## src/rtl/mctt_pkg.sv

```systemverilog
// Shared types, constants and codes for the MIDI clock tempo tracker.
package mctt_pkg;

    localparam int HISTORY_DEPTH_DEFAULT = 24;

    localparam int TIME_W     = 32;
    localparam int TEMPO_W    = 10;
    localparam int MEAS_W     = 15;
    localparam int DIVIDEND_W = 22;
    localparam int DIVISOR_W  = 32;
    localparam int DIV_STEP_W = $clog2(DIVIDEND_W + 1);

    localparam logic [MEAS_W-1:0]     MEAS_MAX       = 15'd32767;
    localparam logic [DIVIDEND_W-1:0] US_PER_QUARTER = 22'd2500000;

    localparam int CFG_IDX_W  = 2;
    localparam int CFG_DATA_W = 32;

    localparam logic [CFG_IDX_W-1:0] REG_MIN_TEMPO  = 2'd0;
    localparam logic [CFG_IDX_W-1:0] REG_MAX_TEMPO  = 2'd1;
    localparam logic [CFG_IDX_W-1:0] REG_LOSS_TIMEOUT = 2'd2;

    localparam logic [TEMPO_W-1:0] MIN_TEMPO_RST = 10'd30;
    localparam logic [TEMPO_W-1:0] MAX_TEMPO_RST = 10'd300;
    localparam logic [TIME_W-1:0]  TIMEOUT_RST   = 32'd500000;

    localparam logic OP_PULSE = 1'b0;
    localparam logic OP_POLL  = 1'b1;

    typedef struct packed {
        logic              opcode;
        logic [TIME_W-1:0] time_us;
    } in_item_t;

    typedef struct packed {
        logic               clock_present;
        logic               tempo_updated;
        logic [TEMPO_W-1:0] tempo;
    } out_item_t;

    typedef struct packed {
        logic                  start;
        logic [DIVIDEND_W-1:0] dividend;
        logic [DIVISOR_W-1:0]  divisor;
    } div_req_t;

    typedef struct packed {
        logic                  done;
        logic [DIVIDEND_W-1:0] quotient;
    } div_rsp_t;

    typedef enum logic [2:0] {
        ST_IDLE,
        ST_MEAS,
        ST_SUM,
        ST_SUM_TAIL,
        ST_AVG,
        ST_DONE
    } state_t;

endpackage

```

## src/rtl/mctt_div.sv

```systemverilog
// Shared restoring divider that produces one quotient bit per cycle.
module mctt_div
(
    input  logic               clk,
    input  logic               rst_n,
    input  mctt_pkg::div_req_t req,
    output mctt_pkg::div_rsp_t rsp
);

    logic                                busy_reg, busy_next;
    logic                                done_reg, done_next;
    logic [mctt_pkg::DIV_STEP_W-1:0]     step_reg, step_next;
    logic [mctt_pkg::DIVISOR_W-1:0]      rem_reg, rem_next;
    logic [mctt_pkg::DIVIDEND_W-1:0]     quo_reg, quo_next;
    logic [mctt_pkg::DIVISOR_W-1:0]      divisor_reg, divisor_next;
    logic [mctt_pkg::DIVISOR_W:0]        rem_shift;
    logic                                fits;

    assign rem_shift = {rem_reg, quo_reg[mctt_pkg::DIVIDEND_W-1]};
    assign fits      = rem_shift >= {1'b0, divisor_reg};

    always_comb
    begin
        busy_next    = busy_reg;
        done_next    = 1'b0;
        step_next    = step_reg;
        rem_next     = rem_reg;
        quo_next     = quo_reg;
        divisor_next = divisor_reg;
        if (req.start)
        begin
            busy_next    = 1'b1;
            step_next    = mctt_pkg::DIV_STEP_W'(mctt_pkg::DIVIDEND_W);
            rem_next     = '0;
            quo_next     = req.dividend;
            divisor_next = req.divisor;
        end
        else if (busy_reg)
        begin
            if (fits)
            begin
                rem_next = mctt_pkg::DIVISOR_W'(rem_shift - {1'b0, divisor_reg});
            end
            else
            begin
                rem_next = rem_shift[mctt_pkg::DIVISOR_W-1:0];
            end
            quo_next  = {quo_reg[mctt_pkg::DIVIDEND_W-2:0], fits};
            step_next = step_reg - mctt_pkg::DIV_STEP_W'(1);
            if (step_reg == mctt_pkg::DIV_STEP_W'(1))
            begin
                busy_next = 1'b0;
                done_next = 1'b1;
            end
        end
    end

    always_ff @(posedge clk or negedge rst_n)
    begin
        if (!rst_n)
        begin
            busy_reg <= 1'b0;
            done_reg <= 1'b0;
            step_reg <= '0;
        end
        else
        begin
            busy_reg <= busy_next;
            done_reg <= done_next;
            step_reg <= step_next;
        end
    end

    always_ff @(posedge clk)
    begin
        rem_reg     <= rem_next;
        quo_reg     <= quo_next;
        divisor_reg <= divisor_next;
    end

    assign rsp.done     = done_reg;
    assign rsp.quotient = quo_reg;

endmodule

```

## src/rtl/mctt_ring.sv

```systemverilog
// Measurement history memory with one write port and one registered read port.
module mctt_ring
#(
    parameter int DEPTH  = mctt_pkg::HISTORY_DEPTH_DEFAULT,
    parameter int ADDR_W = (DEPTH > 1) ? $clog2(DEPTH) : 1
)
(
    input  logic                        clk,
    input  logic                        wr_en,
    input  logic [ADDR_W-1:0]           wr_addr,
    input  logic [mctt_pkg::MEAS_W-1:0] wr_data,
    input  logic [ADDR_W-1:0]           rd_addr,
    output logic [mctt_pkg::MEAS_W-1:0] rd_data
);

    logic [mctt_pkg::MEAS_W-1:0] mem [DEPTH];
    logic [mctt_pkg::MEAS_W-1:0] rd_data_reg;

    always_ff @(posedge clk)
    begin
        if (wr_en)
        begin
            mem[wr_addr] <= wr_data;
        end
        rd_data_reg <= mem[rd_addr];
    end

    assign rd_data = rd_data_reg;

endmodule

```

## src/rtl/midi_clock_tempo_tracker.sv

```systemverilog
// Top level of the MIDI clock tempo tracker: sequencer, state and configuration registers.
// A poll or the first pulse after loss goes straight to the done state and reports when the output is free.
// A measured pulse runs the shared 22-step divider once for the measurement and once for the
// average, with a one-entry-per-cycle sweep of the n stored measurements (1 to depth) between.
// One transaction is processed at a time; reset clears control state and restores defaults.
module midi_clock_tempo_tracker
#(
    parameter int HISTORY_DEPTH = mctt_pkg::HISTORY_DEPTH_DEFAULT
)
(
    input  logic                             clk,
    input  logic                             rst_n,
    input  logic                             in_valid,
    output logic                             in_stall,
    input  mctt_pkg::in_item_t               in_data,
    output logic                             out_valid,
    input  logic                             out_stall,
    output mctt_pkg::out_item_t              out_data,
    input  logic                             cfg_wr_en,
    input  logic [mctt_pkg::CFG_IDX_W-1:0]   cfg_index,
    input  logic [mctt_pkg::CFG_DATA_W-1:0]  cfg_data
);

    localparam int CNT_W  = $clog2(HISTORY_DEPTH + 1);
    localparam int ADDR_W = (HISTORY_DEPTH > 1) ? $clog2(HISTORY_DEPTH) : 1;
    localparam int SUM_W  = mctt_pkg::MEAS_W + $clog2(HISTORY_DEPTH);

    mctt_pkg::state_t state_reg, state_next;

    logic [mctt_pkg::TEMPO_W-1:0] min_tempo_reg;
    logic [mctt_pkg::TEMPO_W-1:0] max_tempo_reg;
    logic [mctt_pkg::TIME_W-1:0]  timeout_reg;

    logic [mctt_pkg::TIME_W-1:0]  last_pulse_reg, last_pulse_next;
    logic [ADDR_W-1:0]            write_pos_reg, write_pos_next;
    logic [CNT_W-1:0]             pulse_count_reg, pulse_count_next;
    logic                         clock_seen_reg, clock_seen_next;
    logic [mctt_pkg::TEMPO_W-1:0] tempo_reg, tempo_next;
    logic                         updated_reg, updated_next;
    logic [ADDR_W-1:0]            sum_idx_reg, sum_idx_next;
    logic                         rd_pend_reg, rd_pend_next;
    logic [SUM_W-1:0]             acc_reg, acc_next;
    logic                         out_valid_reg, out_valid_next;
    mctt_pkg::out_item_t          out_data_reg, out_data_next;

    logic                          in_accept;
    logic                          out_free;
    logic                          sum_last;
    logic [mctt_pkg::TIME_W-1:0]   gap;
    logic [mctt_pkg::MEAS_W-1:0]   meas;
    logic [mctt_pkg::DIVIDEND_W-1:0] avg;
    logic                          ring_wr_en;
    logic [mctt_pkg::MEAS_W-1:0]   ring_rd_data;
    mctt_pkg::div_req_t            div_req;
    mctt_pkg::div_rsp_t            div_rsp;

    assign in_stall  = (state_reg != mctt_pkg::ST_IDLE);
    assign in_accept = in_valid && !in_stall;
    assign out_free  = !out_valid_reg || !out_stall;
    assign gap       = in_data.time_us - last_pulse_reg;
    assign sum_last  = (CNT_W'(sum_idx_reg) + CNT_W'(1)) == pulse_count_reg;
    assign avg       = div_rsp.quotient;
    assign meas      = (div_rsp.quotient > mctt_pkg::DIVIDEND_W'(mctt_pkg::MEAS_MAX))
                       ? mctt_pkg::MEAS_MAX : div_rsp.quotient[mctt_pkg::MEAS_W-1:0];
    assign ring_wr_en = (state_reg == mctt_pkg::ST_MEAS) && div_rsp.done;

    mctt_div u_div
    (
        .clk   (clk),
        .rst_n (rst_n),
        .req   (div_req),
        .rsp   (div_rsp)
    );

    mctt_ring
    #(
        .DEPTH  (HISTORY_DEPTH),
        .ADDR_W (ADDR_W)
    )
    u_ring
    (
        .clk     (clk),
        .wr_en   (ring_wr_en),
        .wr_addr (write_pos_reg),
        .wr_data (meas),
        .rd_addr (sum_idx_reg),
        .rd_data (ring_rd_data)
    );

    always_comb
    begin
        state_next = state_reg;
        unique case (state_reg)
            mctt_pkg::ST_IDLE:
            begin
                if (in_accept)
                begin
                    if ((in_data.opcode == mctt_pkg::OP_PULSE) && (pulse_count_reg != '0))
                    begin
                        state_next = mctt_pkg::ST_MEAS;
                    end
                    else
                    begin
                        state_next = mctt_pkg::ST_DONE;
                    end
                end
            end
            mctt_pkg::ST_MEAS:
            begin
                if (div_rsp.done)
                begin
                    state_next = mctt_pkg::ST_SUM;
                end
            end
            mctt_pkg::ST_SUM:
            begin
                if (sum_last)
                begin
                    state_next = mctt_pkg::ST_SUM_TAIL;
                end
            end
            mctt_pkg::ST_SUM_TAIL:
            begin
                state_next = mctt_pkg::ST_AVG;
            end
            mctt_pkg::ST_AVG:
            begin
                if (div_rsp.done)
                begin
                    state_next = mctt_pkg::ST_DONE;
                end
            end
            mctt_pkg::ST_DONE:
            begin
                if (out_free)
                begin
                    state_next = mctt_pkg::ST_IDLE;
                end
            end
            default:
            begin
                state_next = mctt_pkg::ST_IDLE;
            end
        endcase
    end

    always_comb
    begin
        last_pulse_next  = last_pulse_reg;
        write_pos_next   = write_pos_reg;
        pulse_count_next = pulse_count_reg;
        clock_seen_next  = clock_seen_reg;
        tempo_next       = tempo_reg;
        updated_next     = updated_reg;
        sum_idx_next     = sum_idx_reg;
        rd_pend_next     = rd_pend_reg;
        acc_next         = acc_reg;
        out_valid_next   = out_valid_reg && out_stall;
        out_data_next    = out_data_reg;
        div_req.start    = 1'b0;
        div_req.dividend = mctt_pkg::US_PER_QUARTER;
        div_req.divisor  = gap;

        unique case (state_reg)
            mctt_pkg::ST_IDLE:
            begin
                if (in_accept)
                begin
                    updated_next = 1'b0;
                    if (in_data.opcode == mctt_pkg::OP_PULSE)
                    begin
                        clock_seen_next = 1'b1;
                        last_pulse_next = in_data.time_us;
                        if (pulse_count_reg == '0)
                        begin
                            pulse_count_next = CNT_W'(1);
                        end
                        else
                        begin
                            div_req.start = 1'b1;
                        end
                    end
                    else if (gap > timeout_reg)
                    begin
                        clock_seen_next  = 1'b0;
                        pulse_count_next = '0;
                        write_pos_next   = '0;
                    end
                end
            end
            mctt_pkg::ST_MEAS:
            begin
                if (div_rsp.done)
                begin
                    if (write_pos_reg == ADDR_W'(HISTORY_DEPTH - 1))
                    begin
                        write_pos_next = '0;
                    end
                    else
                    begin
                        write_pos_next = write_pos_reg + ADDR_W'(1);
                    end
                    sum_idx_next = '0;
                    rd_pend_next = 1'b0;
                    acc_next     = '0;
                end
            end
            mctt_pkg::ST_SUM:
            begin
                rd_pend_next = 1'b1;
                if (rd_pend_reg)
                begin
                    acc_next = acc_reg + SUM_W'(ring_rd_data);
                end
                if (!sum_last)
                begin
                    sum_idx_next = sum_idx_reg + ADDR_W'(1);
                end
            end
            mctt_pkg::ST_SUM_TAIL:
            begin
                rd_pend_next     = 1'b0;
                acc_next         = acc_reg + SUM_W'(ring_rd_data);
                div_req.start    = 1'b1;
                div_req.dividend = mctt_pkg::DIVIDEND_W'(acc_next);
                div_req.divisor  = mctt_pkg::DIVISOR_W'(pulse_count_reg);
            end
            mctt_pkg::ST_AVG:
            begin
                if (div_rsp.done)
                begin
                    if ((avg != mctt_pkg::DIVIDEND_W'(tempo_reg))
                        && (avg >= mctt_pkg::DIVIDEND_W'(min_tempo_reg))
                        && (avg <= mctt_pkg::DIVIDEND_W'(max_tempo_reg)))
                    begin
                        tempo_next   = avg[mctt_pkg::TEMPO_W-1:0];
                        updated_next = 1'b1;
                    end
                    if (pulse_count_reg < CNT_W'(HISTORY_DEPTH))
                    begin
                        pulse_count_next = pulse_count_reg + CNT_W'(1);
                    end
                end
            end
            mctt_pkg::ST_DONE:
            begin
                if (out_free)
                begin
                    out_valid_next              = 1'b1;
                    out_data_next.clock_present = clock_seen_reg;
                    out_data_next.tempo_updated = updated_reg;
                    out_data_next.tempo         = tempo_reg;
                end
            end
            default:
            begin
                out_valid_next = out_valid_reg && out_stall;
            end
        endcase
    end

    always_ff @(posedge clk or negedge rst_n)
    begin
        if (!rst_n)
        begin
            state_reg       <= mctt_pkg::ST_IDLE;
            last_pulse_reg  <= '0;
            write_pos_reg   <= '0;
            pulse_count_reg <= '0;
            clock_seen_reg  <= 1'b0;
            tempo_reg       <= '0;
            rd_pend_reg     <= 1'b0;
            out_valid_reg   <= 1'b0;
        end
        else
        begin
            state_reg       <= state_next;
            last_pulse_reg  <= last_pulse_next;
            write_pos_reg   <= write_pos_next;
            pulse_count_reg <= pulse_count_next;
            clock_seen_reg  <= clock_seen_next;
            tempo_reg       <= tempo_next;
            rd_pend_reg     <= rd_pend_next;
            out_valid_reg   <= out_valid_next;
        end
    end

    always_ff @(posedge clk)
    begin
        updated_reg  <= updated_next;
        sum_idx_reg  <= sum_idx_next;
        acc_reg      <= acc_next;
        out_data_reg <= out_data_next;
    end

    always_ff @(posedge clk or negedge rst_n)
    begin
        if (!rst_n)
        begin
            min_tempo_reg <= mctt_pkg::MIN_TEMPO_RST;
            max_tempo_reg <= mctt_pkg::MAX_TEMPO_RST;
            timeout_reg   <= mctt_pkg::TIMEOUT_RST;
        end
        else if (cfg_wr_en)
        begin
            case (cfg_index)
                mctt_pkg::REG_MIN_TEMPO:
                begin
                    min_tempo_reg <= cfg_data[mctt_pkg::TEMPO_W-1:0];
                end
                mctt_pkg::REG_MAX_TEMPO:
                begin
                    max_tempo_reg <= cfg_data[mctt_pkg::TEMPO_W-1:0];
                end
                mctt_pkg::REG_LOSS_TIMEOUT:
                begin
                    timeout_reg <= cfg_data[mctt_pkg::TIME_W-1:0];
                end
                default:
                begin
                    timeout_reg <= timeout_reg;
                end
            endcase
        end
    end

    assign out_valid = out_valid_reg;
    assign out_data  = out_data_reg;

    a_div_done_expected: assert property (@(posedge clk) disable iff (!rst_n)
        div_rsp.done |-> (state_reg == mctt_pkg::ST_MEAS || state_reg == mctt_pkg::ST_AVG))
        else $error("divider finished outside a divide state");

    a_count_bounded: assert property (@(posedge clk) disable iff (!rst_n)
        (pulse_count_reg <= CNT_W'(HISTORY_DEPTH))
        && (32'(write_pos_reg) < 32'(HISTORY_DEPTH)))
        else $error("pulse count or write position out of range");

    a_accept_leaves_idle: assert property (@(posedge clk) disable iff (!rst_n)
        in_accept |=> (state_reg != mctt_pkg::ST_IDLE))
        else $error("accepted transaction did not start processing");

    a_sum_before_avg: assert property (@(posedge clk) disable iff (!rst_n)
        (state_reg == mctt_pkg::ST_SUM_TAIL) |-> (rd_pend_reg && div_req.start))
        else $error("average started without a pending history read");

endmodule

```

## config.mk

```make
export PLATFORM = sky130hd
export DESIGN_NAME = midi_clock_tempo_tracker
export DESIGN_NICKNAME = d
export VERILOG_FILES = /design/src/rtl/mctt_pkg.sv /design/src/rtl/mctt_div.sv /design/src/rtl/mctt_ring.sv /design/src/rtl/midi_clock_tempo_tracker.sv
export SDC_FILE = /design/constraint.sdc
export NUM_CORES = 1
export LEC_CHECK = 0
export BUFFER_PORTS_ARGS = -buffer_cell sky130_fd_sc_hd__buf_2
export CORE_ASPECT_RATIO = 1.4
export CORE_UTILIZATION = 65
export CTS_CLUSTER_DIAMETER = 40
export CTS_CLUSTER_SIZE = 16
export DETAILED_ROUTE_END_ITERATION = 6
export PLACE_DENSITY_LB_ADDON = 0.2
export SETUP_SLACK_MARGIN = 0.5
export SLEW_MARGIN = 20
export SYNTH_ARGS = -nofsm -noshare
export SYNTH_HDL_FRONTEND = slang
export SYNTH_SLANG_ARGS = --single-unit
```

## constraint.sdc

```tcl
create_clock -name clk -period 12.6 [get_ports clk]
set_clock_uncertainty 0.15 [all_clocks]
set_input_delay 1.26 -clock clk [delete_from_list [all_inputs] [get_ports clk]]
set_output_delay 1.26 -clock clk [all_outputs]
set_load 0.01 [all_outputs]
```

**After elaboration in Yosys (flattened, before gate mapping)**

Memories as Yosys holds them, arrays and structs flattened. A register that Yosys moved wholly into a read port is not among the register bits.
Cells that the tools add are included.

- Flip-flop bits (word level): 241
- Bits in writable memories: 360
- Input bits: 72
- Output and inout bits: 14
- Word-level logic and storage cells: 152
- Memories kept: 1

- Add/sub/neg operators: 7
- $lt $le $gt $ge: 6
- Equality and inequality tests: 25
- Multiplexer cells: 54
- Bitwise operators: 1
- Reduce and logical (&&, ||, !) cells: 34

Memory list:

| name | words | width | rd ports | clocked after memory_dff | wr ports | RTL line | source |
|---|---|---|---|---|---|---|---|
| u_ring.mem | 24 | 15 | 1 | 1 | 1 | mctt_ring.sv:16 | `logic [mctt_pkg::MEAS_W-1:0] mem [DEPTH];` |

Operator list:

| operator | count |
|---|---|
| 2-to-1 mux 5 bit | 14 |
| subtractor 32 bit | 2 |
| one-hot mux 20 bit (3 select lines) | 1 |
| 2-to-1 mux 54 bit | 1 |
| 2-to-1 mux 22 bit | 2 |
| 2-to-1 mux 20 bit | 2 |
| greater-or-equal comparator 33 x 32 -> 1 bit | 1 |
| greater-than comparator 32 bit | 1 |
| 2-to-1 mux 32 bit | 1 |
| one-hot mux 5 bit (2 select lines) | 3 |
| greater-or-equal comparator 22 x 10 -> 1 bit | 1 |
| greater-than comparator 22 x 15 -> 1 bit, second input constant | 1 |
| less-or-equal comparator 22 x 10 -> 1 bit | 1 |
| inequality test 22 x 10 -> 1 bit | 1 |
| adder 20 x 15 -> 20 bit | 1 |
| 2-to-1 mux 1 bit | 19 |
| 2-to-1 mux 3 bit | 6 |
| inequality test 2 bit, second input constant | 9 |
| one-hot mux 3 bit (6 select lines) | 1 |
| adder 5 x 1 -> 5 bit, second input constant | 3 |
| 2-to-1 mux 15 bit | 1 |
| AND reduction 3 bit | 5 |
| AND reduction 2 bit | 5 |
| AND reduction 5 bit | 2 |
| 26 further kinds | 43 |

**Logic depth before layout (Yosys ltp)**

- Depth after elaboration: 6
- Depth in mapped cells: 23
- Depth with buffers taken out: 22

**Cells and area by module**

From an unflattened synthesis, not the netlist that was laid out.

- Cells, all modules: 2,318
- Area total of the unflattened synthesis: 29,923.7 um2

Modules (own cells, without submodules):

| module | instances | cells each | area each (um2) | sequential area each (um2) |
|---|---|---|---|---|
| mctt_ring | 1 | 679 | 14,273.7 | 11,110.7 |
| midi_clock_tempo_tracker | 1 | 1,073 | 10,118.5 | 3,912.5 |
| mctt_div | 1 | 566 | 5,531.6 | 2,437.3 |

**Worst setup path before layout**

No wires, ideal clock.

- Kind: input-to-reg
- Start: input in_data[2] (netlist name)
- End: register write_pos_reg[0]
- Library setup time: 0.129 ns
- Data arrival time: 5.344 ns
- Required time: 12.321 ns
- Slack: 6.977 ns
- Cell stages on the path: 20
- Path buffers: 1
- Cell sequence: ha_1 nor2b_1 o31a_1 a211oi_2 a211oi_1 a21boi_1 o21ai_0 a221o_1 xor2_1 ha_1 and4_1 nand2_1 or2_2 nor4b_1 nor3_1 a2bb2oi_1 nor3_1 or2_2 clkbuf_1 mux2i_1

- Word-level cells in the longest chain between the ends: 4

Ends and longest elaborated chain:

| what | RTL line | source |
|---|---|---|
| from (decl) | midi_clock_tempo_tracker.sv:15 | `input mctt_pkg::in_item_t in_data,` |
| subtractor 32 bit | midi_clock_tempo_tracker.sv:60 | `assign gap = in_data.time_us - last_pulse_reg;` |
| named net gap (one bit) | midi_clock_tempo_tracker.sv:49 | `logic [mctt_pkg::TIME_W-1:0] gap;` |
| greater-than comparator 32 bit | midi_clock_tempo_tracker.sv:183 | `else if (gap > timeout_reg)` |
| inequality test 2 bit (no source line) | -- |  |
| AND reduction 5 bit (no source line) | -- |  |
| to (signal assigned) | midi_clock_tempo_tracker.sv:279 | `write_pos_reg <= write_pos_next;` |
| to (decl) | midi_clock_tempo_tracker.sv:35 | `logic [ADDR_W-1:0] write_pos_reg, write_pos_next;` |

The timed path passes the listed nets, and every way through them passes these cells.
A chain may end at the register's enable or synchronous reset.

**Worst setup path after layout**

- Start: input in_data[0] (netlist name)
- End: register write_pos_reg[1]

Same word-level chain as after synthesis.

==> results.md <==
Outcome:
- The run finished with clean final reports.

CTS:
- The total of cells resized after clock tree synthesis is 0.
- Clock-pin slew was measured on the worst setup and hold paths at around 0.070 ns.
- The post-CTS setup repair buffer count is 0.
- CTS placed an instance of sky130_fd_sc_hd__clkbuf_16 at the clock tree root.
- In this run the deepest clock path goes through 3 buffers.
- The total number of H-tree levels is 2.
- The number of buffers created by CTS is between 50 and 60.
- For this design, the CTS-stage hold fixing added 0 buffers.
- The TritonCTS clock tree is done.
- The clock latency at the later pin of the worst-skew pair is 0.64 ns.
- The number of clock sinks is between 600 and 700.

Pwr:
- In this run the static leakage power is 12.9 nW.
- Of the total power, the share spent switching nets is 0.357.
- Across the VDD grid, the largest voltage drop is approximately 0.00014 V.
- Of the total power, registers draw 0.390.
- For this design the ratio of total power to cell area is 214 mW/mm².
- The part of the total power dissipated in the clock network is 0.257.
- The part of the power in combinational logic is 0.353.
- The design internal power is about 4.5 mW.
- The analysis attributes to net switching a power of between 2 and 2.5 mW.

Final layout:
- Relative to the synthesized area, the layout overhead comes to 9.97%.
- Of the cells placed in the final design, the portion with a size suffix greater than 1 is 0.182.
- The number of flip-flops in the largest register is 360.
- Counting flops per register, the top entry is u_ring.mem.
- The layout net count is 2539.
- The number of non-filler instances in the completed layout is a little under 3000.

Yosys:
- The distinct cell type count of the synthesized netlist is 73.
- Of the synthesized area, sequential elements account for 0.595.
- In the synthesized netlist, the number of instances is between 2000 and 2500.
- Dividing the synthesized area by the synthesized cell count gives about 13 µm².
- In this run the cell area of the synthesized design comes to ~0.03 mm².
- After synthesis, the share of flip-flops with an asynchronous set or reset is 0.190.
- Counting every net in the synthesized netlist gives 2463.
- The number of synthesized flops with an enable pin is 452.
- Yosys printed 0 warnings.
- The number of synthesized register bits is approximately 600.
- The most used flip-flop cell after synthesis is sky130_fd_sc_hd__edfxtp_1.

Worst setup path:
- STA classifies the critical path endpoint as a flop.
- In this run the worst setup path begins at in_data[0].
- Data on the critical path is required at its endpoint by between 10 and 15 ns.
- The worst setup path is launched from a primary input.
- The maximum fanout count along the critical path is 5.
- Following the worst setup path forward leads to its endpoint at write_pos_reg[1].
- The beginning of the worst register-to-register path is last_pulse_reg[2].
- The worst setup slack for register-to-register paths is between 6 and 7 ns.
- Counting cells, the worst reg-to-reg path comes to 20.
- Data arrives at the worst endpoint at roughly 6.4 ns.
- The capture instance of the worst register-to-register path is write_pos_reg[1].
- By startpoint and endpoint, the worst setup path is classified as primary input to flop.

Global routing:
- Entering global routing, the biggest net connects 71 pins.
- The total overflow left after global routing is 0.
- The first global-routing pass estimated about 110000 µm of wire.
- The via count of the first global-routing pass is about 19000.
- The initial antenna violation count is 2.
- For this run, the total global-route usage over all layers was measured as 0.317.

Drt:
- In this run the remaining antenna-violating nets after routing total 0.
- The highest metal layer carrying signal wires in the routed design is met4.
- The post-detailed-route via-to-cell ratio is between 6 and 7.
- The post-detailed-route DRC marker count is 0.
- The routed design uses around 3800 µm of met3 wire.
- The average wire per standard cell is roughly 24 µm.
- The number of vias after detailed routing is 18737.
- The length of routed wiring on met1 is roughly 25000 µm.
- The final wirelength is between 70000 and 80000 µm.
- The detailed router finished its first iteration with about 1500 violations.
- The number of search-and-repair iterations in the first detailed-routing pass is 7.
- The met2 routed wirelength is 37600 µm.

Job:
- Across the run, the number of max-cap violations was 0.

Min path:
- In this run the most critical hold path is launched from updated_reg.
- The class of the tightest hold or removal check is flop to flop.

Timing:
- Of the available clock period, the critical path in the final layout requires 0.483.
- The relative slew slack is 0.166.
- Setup repair after global routing left no endpoint under its margin.
- The actual slew at the worst max-slew pin is 1.22 ns.
- The fmax is about 160 MHz.
- The number of hold violations in the final report came to 0.
- The number of max-slew violations in the final report is 0.
- The setup TNS after final layout is 0 ns.
- The worst slack on hold paths is about 0.3 ns.
- Setup violations remaining at the end of the flow were counted as 0.
- The minimum clock period after layout is 6.09 ns.

Die:
- The initial cell density of the core is 0.663.
- The area of the core is about 0.044 mm².
- The number of standard-cell rows in the floorplan is 91.
- From bottom edge to top edge, the die measures 253 µm.
- The die covers about 0.046 mm².
- The floorplan step set the die width to about 180 µm.
- For this design the top-level I/O count stands at 86.

Place:
- The HPWL after detailed placement is 47800 µm.
- The congestion estimate from routability-driven global placement came to 1.06.
- The number of cells in the design after placement is roughly 2800.
- The number of port buffers is 85.
[synthesized netlist by cell type, types with 7 or more instances]
cell type,instances,area [µm²]
sky130_fd_sc_hd__mux2i_1,19,190
sky130_fd_sc_hd__clkbuf_1,63,236
sky130_fd_sc_hd__o21bai_1,13,97.6
sky130_fd_sc_hd__o21a_1,13,97.6
sky130_fd_sc_hd__nand3_1,46,230
sky130_fd_sc_hd__buf_1,7,26.3
sky130_fd_sc_hd__dfxtp_1,47,941
sky130_fd_sc_hd__a31oi_1,37,231
sky130_fd_sc_hd__and3_1,14,87.6
sky130_fd_sc_hd__a211oi_1,7,52.6
sky130_fd_sc_hd__nor3_1,22,110
sky130_fd_sc_hd__a21oi_1,119,596
sky130_fd_sc_hd__o21ai_0,145,726
sky130_fd_sc_hd__o31ai_1,7,52.6
sky130_fd_sc_hd__or2_2,22,138
sky130_fd_sc_hd__xor2_1,39,342
sky130_fd_sc_hd__mux4_2,105,2360
sky130_fd_sc_hd__dfrtp_1,102,2550
sky130_fd_sc_hd__nand2b_1,14,87.6
sky130_fd_sc_hd__dfstp_2,15,394
sky130_fd_sc_hd__and2_1,36,225
sky130_fd_sc_hd__edfxtp_1,452,13600
sky130_fd_sc_hd__nor2b_1,17,106
sky130_fd_sc_hd__nor2_1,123,462
sky130_fd_sc_hd__inv_1,154,578
sky130_fd_sc_hd__xnor2_1,52,455
sky130_fd_sc_hd__ha_1,139,1740
sky130_fd_sc_hd__nand2_1,190,713
sky130_fd_sc_hd__mux2_2,57,642
sky130_fd_sc_hd__buf_2,19,95.1
sky130_fd_sc_hd__nand4_1,25,156
sky130_fd_sc_hd__a21o_1,47,353
[power by group through the flow]
stage	combinational, mW	clock (mW)	sequential [mW]
floorplan	1.81	0	2.65
global placement	2.31	0	2.73
detailed placement	2.39	0	2.74
CTS	2.41	1.79	2.70
global route	2.70	1.86	2.73
finish	2.44	1.78	2.70
[layer usage]
layer	GRT usage	vias up
met5	0	-
met4	0.202	0
met3	0.0471	238
met2	0.575	785
met1	0.347	9245
li1	-	8469
[placed cells by master, fill, tap and decap left out, types with 22 or more instances in the layout]
cell type and instances:
sky130_fd_sc_hd__a21o_1 47, sky130_fd_sc_hd__a21oi_1 118, sky130_fd_sc_hd__a31oi_1 37, sky130_fd_sc_hd__and2_1 36, sky130_fd_sc_hd__buf_2 84, sky130_fd_sc_hd__clkbuf_16 61
sky130_fd_sc_hd__dfrtp_1 102, sky130_fd_sc_hd__dfxtp_1 47, sky130_fd_sc_hd__edfxtp_1 452, sky130_fd_sc_hd__ha_1 139, sky130_fd_sc_hd__inv_1 153, sky130_fd_sc_hd__mux2_2 57
sky130_fd_sc_hd__mux4_2 105, sky130_fd_sc_hd__nand2_1 190, sky130_fd_sc_hd__nand3_1 46, sky130_fd_sc_hd__nand4_1 25, sky130_fd_sc_hd__nor2_1 102, sky130_fd_sc_hd__nor3_1 22
sky130_fd_sc_hd__o21ai_0 145, sky130_fd_sc_hd__or2_2 22, sky130_fd_sc_hd__xnor2_1 52, sky130_fd_sc_hd__xor2_1 39
[how the worst min path moves through the flow]
stage | to | slack, ns | depth (start not counted)
CTS | out_data[10] | 0.30 | 0
global route | out_data[10] | 0.30 | 0
global placement | out_data[10] | 0.25 | 0
finish | out_data[10] | 0.31 | 0
detailed placement | out_data[10] | 0.27 | 0
floorplan | out_data[10] | 0.25 | 0
[worst max-delay path, stage by stage]
cell,delay (ns)
sky130_fd_sc_hd__buf_2,0.11
sky130_fd_sc_hd__inv_1,0.05
sky130_fd_sc_hd__ha_1,0.19
sky130_fd_sc_hd__fa_1,0.23
sky130_fd_sc_hd__nor2b_1,0.08
sky130_fd_sc_hd__o31a_1,0.30
sky130_fd_sc_hd__a211oi_2,0.47
sky130_fd_sc_hd__a211oi_1,0.22
sky130_fd_sc_hd__a21boi_1,0.39
sky130_fd_sc_hd__o21ai_0,0.23
sky130_fd_sc_hd__a221o_1,0.37
sky130_fd_sc_hd__xor2_1,0.16
sky130_fd_sc_hd__ha_1,0.30
sky130_fd_sc_hd__and4_1,0.22
sky130_fd_sc_hd__nand2_1,0.06
sky130_fd_sc_hd__or2_2,0.29
sky130_fd_sc_hd__nor4b_1,0.36
sky130_fd_sc_hd__nor3_1,0.08
sky130_fd_sc_hd__a2bb2oi_1,0.44
sky130_fd_sc_hd__nor3_1,0.12
sky130_fd_sc_hd__or2_2,0.36
sky130_fd_sc_hd__mux2i_1,0.14
[layout make-up]
cell class,instances,area (µm²)
well taps,558,698
fillers,2835,12000
clock buffers,70,1590
diodes,2,5.00
clock inverters,33,333
multi-input cells,1389,11000
flip-flops and latches,616,17500
repair buffers,105,586
inverters,154,578
[through the flow]
stage	power, mW	utilization	instance area [µm²]	setup slack (ns)
2_1_floorplan	4.46	-	29400	6.98
3_3_place_gp	5.03	0.685	30300	6.17
3_5_place_dp	5.13	0.685	30300	5.98
4_1_cts	6.90	0.728	32300	6.63
5_1_grt	7.29	0.729	32300	6.16
6_report	6.92	0.729	32300	6.51
[cell families (layout without fill, tap and decap cells)]
kind of cell / after synthesis / after routing / share of synthesized area
other: 0 / 2 / 0
adders and majority gates: 142 / 142 / 0.0613
muxes: 181 / 181 / 0.109
AOI/OAI and AO/OA: 435 / 435 / 0.0890
and+or+nand+nor: 540 / 540 / 0.0869
xor gates and xnor gates: 91 / 91 / 0.0271
buffers and inverters: 244 / 362 / 0.0323
DFF: 616 / 616 / 0.595
No activity file was read; power rests on OpenSTA's default activity.
